--- config.mk ---
export PLATFORM = sky130hd
export DESIGN_NAME = ptm_walk
export DESIGN_NICKNAME = d
export VERILOG_FILES = /design/src/sv/ptm_pkg.sv /design/src/sv/ptm_walk.sv
export SDC_FILE = /design/constraint.sdc
export NUM_CORES = 1
export LEC_CHECK = 0
export BUFFER_PORTS_ARGS = -buffer_cell sky130_fd_sc_hd__buf_4
export CORE_UTILIZATION = 45
export CTS_CLUSTER_DIAMETER = 200
export DETAILED_ROUTE_END_ITERATION = 6
export PLACE_DENSITY = 0.84
export SLEW_MARGIN = 25
export SYNTH_ARGS = -nofsm -noshare
export SYNTH_HDL_FRONTEND = slang
export SYNTH_SLANG_ARGS = --single-unit
--- constraint.sdc ---
create_clock -name aclk -period 4.6 [get_ports aclk]
set_input_delay 0.23 -clock aclk [delete_from_list [all_inputs] [get_ports aclk]]
set_output_delay 0.23 -clock aclk [all_outputs]
set_load 0.05 [all_outputs]
--- src/sv/ptm_pkg.sv ---
`default_nettype none

package ptm_pkg;

    localparam int VA_W    = 48;
    localparam int FRAME_W = 40;
    localparam int PA_W    = 52;
    localparam int ENTRY_W = FRAME_W + 1;
    localparam int NFP_W   = 13;
    localparam int IDX_W   = 9;
    localparam int OFF_W   = 12;

    typedef enum logic [1:0] {
        REQ_MAP   = 2'd0,
        REQ_UNMAP = 2'd1,
        REQ_XLATE = 2'd2,
        REQ_NONE  = 2'd3
    } req_t;

    typedef enum logic [1:0] {
        STAT_OK       = 2'd0,
        STAT_UNMAPPED = 2'd1,
        STAT_FULL     = 2'd2
    } status_t;

    typedef enum logic [1:0] {
        ST_CLEAR,
        ST_IDLE,
        ST_WALK,
        ST_DONE
    } walk_state_t;

    typedef struct packed {
        logic [PA_W-1:0] phys_addr;
        logic [1:0]      status;
    } ptm_result_t;

    localparam logic [1:0] LVL_ROOT = 2'd3;
    localparam logic [1:0] LVL_LEAF = 2'd0;

    function automatic logic [IDX_W-1:0] level_index(input logic [VA_W-1:0] va,
                                                     input logic [1:0] lvl);
        logic [IDX_W-1:0] idx;
        case (lvl)
            2'd3:    idx = va[47:39];
            2'd2:    idx = va[38:30];
            2'd1:    idx = va[29:21];
            default: idx = va[20:12];
        endcase
        return idx;
    endfunction

endpackage

`default_nettype wire

--- src/sv/ptm_walk.sv ---
`default_nettype none

module ptm_walk import ptm_pkg::*; #(
    parameter int TABLE_PAGES = 64
) (
    input  wire logic                                  aclk,
    input  wire logic                                  aresetn,
    input  wire logic                                  in_valid,
    output logic                                       in_ready,
    input  wire logic [1:0]                            in_req,
    input  wire logic [VA_W-1:0]                       in_va,
    input  wire logic [FRAME_W-1:0]                    in_frame,
    output logic                                       res_valid,
    input  wire logic                                  res_ready,
    output ptm_result_t                                res,
    output logic                                       mem_we,
    output logic [$clog2(TABLE_PAGES)+IDX_W-1:0]       mem_waddr,
    output logic [ENTRY_W-1:0]                         mem_wdata,
    output logic [$clog2(TABLE_PAGES)+IDX_W-1:0]       mem_raddr,
    input  wire logic [ENTRY_W-1:0]                    mem_rdata
);

    localparam int PAGE_W = $clog2(TABLE_PAGES);
    localparam int ADDR_W = PAGE_W + IDX_W;
    localparam int DEPTH  = TABLE_PAGES * 512;
    localparam logic [ADDR_W-1:0]  CLR_LAST  = ADDR_W'(DEPTH - 1);
    localparam logic [NFP_W-1:0]   NFP_LIMIT = NFP_W'(TABLE_PAGES);
    localparam logic [FRAME_W-1:0] PG_LIMIT  = FRAME_W'(TABLE_PAGES);

    walk_state_t          state_reg, state_next;
    logic [1:0]           lvl_reg, lvl_next;
    logic [PAGE_W-1:0]    page_reg, page_next;
    logic [VA_W-1:0]      va_reg, va_next;
    logic [FRAME_W-1:0]   frame_reg, frame_next;
    logic [1:0]           req_reg, req_next;
    logic [NFP_W-1:0]     nfp_reg, nfp_next;
    logic [ADDR_W-1:0]    clr_reg, clr_next;
    ptm_result_t          res_reg, res_next;

    logic                 child_ok;
    logic                 full;
    logic [FRAME_W-1:0]   child;
    logic [ADDR_W-1:0]    cur_addr;
    logic [1:0]           lvl_dn;

    assign child    = mem_rdata[ENTRY_W-1:1];
    assign child_ok = mem_rdata[0] && (child < PG_LIMIT);
    assign full     = (nfp_reg >= NFP_LIMIT);
    assign lvl_dn   = lvl_reg - 2'd1;
    assign cur_addr = {page_reg, level_index(va_reg, lvl_reg)};

    always_ff @(posedge aclk) begin
        if (!aresetn) begin
            state_reg <= ST_CLEAR;
            clr_reg   <= '0;
            nfp_reg   <= NFP_W'(1);
        end else begin
            state_reg <= state_next;
            clr_reg   <= clr_next;
            nfp_reg   <= nfp_next;
        end
    end

    always_ff @(posedge aclk) begin
        lvl_reg   <= lvl_next;
        page_reg  <= page_next;
        va_reg    <= va_next;
        frame_reg <= frame_next;
        req_reg   <= req_next;
        res_reg   <= res_next;
    end

    always_comb begin
        state_next = state_reg;
        lvl_next   = lvl_reg;
        page_next  = page_reg;
        va_next    = va_reg;
        frame_next = frame_reg;
        req_next   = req_reg;
        nfp_next   = nfp_reg;
        clr_next   = clr_reg;
        res_next   = res_reg;
        in_ready   = 1'b0;
        res_valid  = 1'b0;
        mem_we     = 1'b0;
        mem_waddr  = cur_addr;
        mem_wdata  = '0;
        mem_raddr  = cur_addr;

        case (state_reg)
            ST_CLEAR: begin
                mem_we    = 1'b1;
                mem_waddr = clr_reg;
                clr_next  = clr_reg + ADDR_W'(1);
                if (clr_reg == CLR_LAST) begin
                    state_next = ST_IDLE;
                end
            end
            ST_IDLE: begin
                in_ready  = 1'b1;
                mem_raddr = {PAGE_W'(0), level_index(in_va, LVL_ROOT)};
                if (in_valid) begin
                    va_next    = in_va;
                    frame_next = in_frame;
                    req_next   = in_req;
                    lvl_next   = LVL_ROOT;
                    page_next  = '0;
                    state_next = ST_WALK;
                end
            end
            ST_WALK: begin
                res_next.phys_addr = '0;
                res_next.status    = STAT_UNMAPPED;
                if (lvl_reg != LVL_LEAF) begin
                    if (child_ok) begin
                        page_next = child[PAGE_W-1:0];
                        lvl_next  = lvl_dn;
                        mem_raddr = {child[PAGE_W-1:0], level_index(va_reg, lvl_dn)};
                    end else if (req_reg == REQ_MAP) begin
                        if (full) begin
                            res_next.status = STAT_FULL;
                            state_next      = ST_DONE;
                        end else begin
                            mem_we    = 1'b1;
                            mem_wdata = {(FRAME_W - NFP_W)'(0), nfp_reg, 1'b1};
                            page_next = nfp_reg[PAGE_W-1:0];
                            nfp_next  = nfp_reg + NFP_W'(1);
                            lvl_next  = lvl_dn;
                            mem_raddr = {nfp_reg[PAGE_W-1:0], level_index(va_reg, lvl_dn)};
                        end
                    end else begin
                        state_next = ST_DONE;
                    end
                end else begin
                    state_next = ST_DONE;
                    case (req_reg)
                        REQ_MAP: begin
                            mem_we          = 1'b1;
                            mem_wdata       = {frame_reg, 1'b1};
                            res_next.status = STAT_OK;
                        end
                        REQ_UNMAP: begin
                            if (mem_rdata[0]) begin
                                mem_we          = 1'b1;
                                res_next.status = STAT_OK;
                            end
                        end
                        REQ_XLATE: begin
                            if (mem_rdata[0]) begin
                                res_next.phys_addr = {child, va_reg[OFF_W-1:0]};
                                res_next.status    = STAT_OK;
                            end
                        end
                        default: begin
                            res_next.status = STAT_UNMAPPED;
                        end
                    endcase
                end
            end
            ST_DONE: begin
                res_valid = 1'b1;
                if (res_ready) begin
                    state_next = ST_IDLE;
                end
            end
            default: begin
                state_next = ST_IDLE;
            end
        endcase
    end

    assign res = res_reg;

endmodule

`default_nettype wire

==> results.txt <==
- The flow ran to the end, and the final reports show no timing, DRC or antenna violations.
- Number of distinct library cells after synthesis: 50
- Total of buffers placed on input and output ports: about 260
- The register with the most flip-flops in the layout has 54 of them.
- The H-tree generated during clock tree synthesis spans 4 levels.
- In the final routed layout, each cell accounts on average for ~19 um.
- Mux cell area share after synthesis: under 10%
- Setup repair after global routing left no endpoint under its margin.
* CTS tree: done
* Count of max-cap constraint violations: 0
- Remaining antenna violation count: 0
- Combinational family with the most area after synthesis: simple AND/OR/NAND/NOR gates
* Logic pwr share: a little over an eighth
- Cell internal power was estimated by the tool at ~0.003 W.
- Post-layout min period: ~3.6 ns
- Width of the die: approximately 140 um
- Die Outline Area: 18400 sq um
* Met1 usage: about 30%
- TritonCTS sink count: ~180
- Met3 demand-to-capacity share in global routing: under 10%
* Quantity of gates resized following cts: 0
* DRC violations left: 0
- XOR/XNOR share of the synthesized area: about 1.5%
* Wire length of the first global-routing pass: between 30000 and 40000 um
- Share of power burned in the clock network: about two fifths
- Using the TritonRoute via totals, the vias-per-cell ratio works out to 5.43.
- Diodes inserted: 0
- Number of buffers added by the clock tree synthesis step: 17
- Across all hold checks on the routed design, the worst slack comes to ~0.023 ns.
* Final worst path period share: between 70% and 80%
- Ys async rst share: 0%
* RD Place Congestion: slightly above 0.8
* Setup-failing EPs final: 0
- Height of the die: 136 um
- Worst Path Required: about 4.4 ns
- Summed over all nets, the half-perimeter wirelength after detailed placement is between 15000 and 20000 um.
- Simple-gate share of the synthesized area: around 17%
* Slew at the pin closest to its max-slew limit: about 0.98 ns
* P per Cell Area: approximately 340 nW/um^2
- For this configuration, the core starts out at a cell density of around 46%.
- Root cell of the clock tree: clkbuf_16
* Max Clock Skew: a little under 0.007 ns
* Nets: between 1000 and 1500
* CTS clk-pin slew, worst paths: 0.07 ns
- Number of buffers on the longest clock path: 2
* Area of the mapped netlist: around 8100 sq um
* Setup_tns: 0 ns
* TritonRoute pass-1 iters: 7
* Grt peak-use layer: met2
* Mean post-synth cell area: 12.4 sq um
- In this run switching power makes up a little under a quarter of total power.
- Top-Level Pins: around 260
- End-of-flow core utilization: between 60% and 70%
* Kind of path behind the tightest hold check: input pin to flop
* Global routing met2 resource utilization: between 40% and 50%
* Final Max Slew Viols: 0
- The Yosys step of the flow raised 0 warnings.
- Global Route Usage Sum: between 20 and 25%
- The most used flip-flop cell after synthesis is edfxtp_1.
* Count of flip-flops with a built-in enable after synthesis: roughly 150
* Floorplan core area: ~17000 sq um
- Antenna violations before repair: 0
- Worst Setup End Kind: output pin
* Sw power: a little over 0.0009 W
- Maximum VDD drop: around 0.00025 V
- Post-synthesis register bit count: approximately 180
- Post-synthesis compound-gate area fraction: under 10%
- Counting every net in the synthesized netlist gives about 800.
- For this block, the routed nets add up to around 23000 um of wire.
* Data arrival time of the worst path: about 3.4 ns
* Max transition margin: 34.8%
* Signed area change from the synthesized netlist to the final layout: 45.9%
- Sequential cells burn between 40% and 50% of the power.
- Total global routing overflow: 0
- Row cnt: 48
* Via count: approximately 6700
- The final hold violation count came to 0.
- Along the worst path, the maximum fanout reaches 15.
- The critical path is of the flop to output pin type.
* Pin count of the biggest net entering global routing: 72
- STA classifies the critical path startpoint as a flop.
* Upper clock frequency limit: ~270 MHz
- At the later pin of the worst-skew pair, clock insertion delay measures 0.43 ns.
* Syn Inst Count: between 600 and 700
- Vias in the first global route: approximately 6400
- Summing the areas of all fa, ha and maj instances in the mapped netlist gives 2.64% of the synthesized area.
* Fraction of layout instances using a drive strength above 1: between 30% and 40%
- Sequential cells were found to cover between 60 and 70% of the synthesized design area.
- Leakage power total: roughly 4.6 nW
- The detailed router finished its first iteration with between 600 and 700 violations.
## critical path, cell delays in order, from the launching register on
cell      delay [ns]
edfxtp_1        0.43
inv_1           0.11
ha_1            0.42
buf_4           0.30
and2b_1         0.31
inv_1           0.11
or4_1           0.55
o211ai_2        0.23
o211ai_1        0.26
buf_4           0.25
## synth_stat cells, types with 2 or more instances
master / number / area [sq um]
nand4_1: 12 / 75.1
and3_1: 5 / 31.3
and2_1: 90 / 563
a222oi_1: 18 / 180
xnor2_1: 6 / 52.6
edfxtp_1: 152 / 4560
mux2i_1: 13 / 130
buf_4: 3 / 22.5
o31ai_1: 2 / 15.0
a21oi_1: 8 / 40.0
nor2b_1: 3 / 18.8
inv_1: 14 / 52.6
buf_2: 4 / 20.0
ha_1: 17 / 213
nor2_1: 26 / 97.6
dfxtp_1: 30 / 601
xor2_1: 8 / 70.1
nor3_1: 8 / 40.0
buf_1: 3 / 11.3
o41ai_1: 2 / 17.5
nand3_1: 10 / 50.1
a21boi_0: 6 / 45.0
o211ai_1: 18 / 135
nand2b_1: 4 / 25.0
nor4_1: 9 / 56.3
clkbuf_1: 29 / 109
o21ai_0: 35 / 175
a21boi_1: 2 / 15.0
or3_1: 3 / 18.8
or4_1: 3 / 22.5
nand2_1: 74 / 278
a31oi_1: 5 / 31.3
mux2_2: 10 / 113
## per-stage QoR
stage | total power, W | instances | setup slack, ns | area (sq um)
after CTS | 0.00395 | 1227 | 0.975 | 11800
after global placement | 0.00233 | 1106 | 1.24 | 10200
after detailed placement | 0.00233 | 1106 | 1.45 | 10200
after global routing | 0.00405 | 1227 | 0.790 | 11800
final | 0.00394 | 1227 | 0.963 | 11800
after floorplan | 0.00213 | 649 | 0.830 | 8060
## final timing paths
check | cells past startpoint | endpoint | slack, ns | start
min | 1 | req_reg[0]$_DFFE_PP_ | 0.02 | in_req[0]
max reg2reg | 5 | lvl_reg[1]$_SDFFCE_PN1P_ | 1.68 | req_reg[1]$_DFFE_PP_
max | 9 | mem_raddr[5] | 0.96 | lvl_reg[0]$_SDFFCE_PN1P_
min reg2reg | 1 | nfp_reg[10]$_SDFFE_PN0P_ | 0.50 | nfp_reg[10]$_SDFFE_PN0P_
## cells by family after synthesis
group	after synthesis
simple gates	253
mux	23
xor+xnor	14
buf+inv	54
flops	182
compound gates	106
fa+ha+maj	17
## power groups by stage
stage | sequential [W] | clock (W) | combinational (W)
2_1_floorplan | 0.00189 | 0 | 0.000241
3_3_place_gp | 0.00188 | 0 | 0.000442
3_5_place_dp | 0.00188 | 0 | 0.000446
4_1_cts | 0.00185 | 0.00159 | 0.000512
5_1_grt | 0.00185 | 0.00165 | 0.000545
6_report | 0.00185 | 0.00157 | 0.000518
## final cells by class
| cell class | instances | area [sq um] |
|---|---|---|
| Fill cell | 1253 | 5660 |
| Inverter | 15 | 56.3 |
| Clock buffer | 19 | 433 |
| Clock inverter | 13 | 204 |
| Tap cell | 225 | 282 |
| Multi-Input combinational cell | 413 | 2690 |
| Sequential cell | 182 | 5160 |
| Timing Repair Buffer | 360 | 2930 |
## per-layer routing
| layer | share of wire (%) | vias to the layer above |
|---|---|---|
| met2 | 51 | 383 |
| met4 | 1.9 | 0 |
| met5 | 0 | - |
| met3 | 9.2 | 33 |
| li1 | - | 3066 |
| met1 | 38 | 3180 |
## placed cells by master, fill, tap and decap left out, types with 3 or more instances in the layout
master         instances
or3_1                  3
o21ai_0               35
nor2_1                26
a21boi_0               6
nor3_1                 7
edfxtp_1             152
or4_1                  3
nand2b_1               4
nand4_1               12
a222oi_1              18
and2_1                89
mux2i_1               13
buf_4                271
clkbuf_16             17
dlygate4sd3_1         89
ha_1                  16
nor4_1                 9
nand3_1               10
mux2_2                10
bufinv_16              5
dfxtp_1               30
a21oi_1                8
o211ai_1              18
xnor2_1                6
nand2_1               74
xor2_1                 8
inv_1                 14
clkinv_1               3
and3_1                 4
a31oi_1                5
## what timing repair did
| action | 4_1_cts | 5_1_grt |
|---|---|---|
| setup buffers | 0 | 0 |
| hold endpoints to repair | 89 | 0 |
| hold buffers | 89 | 0 |
Power figures use the tool's default switching activity.
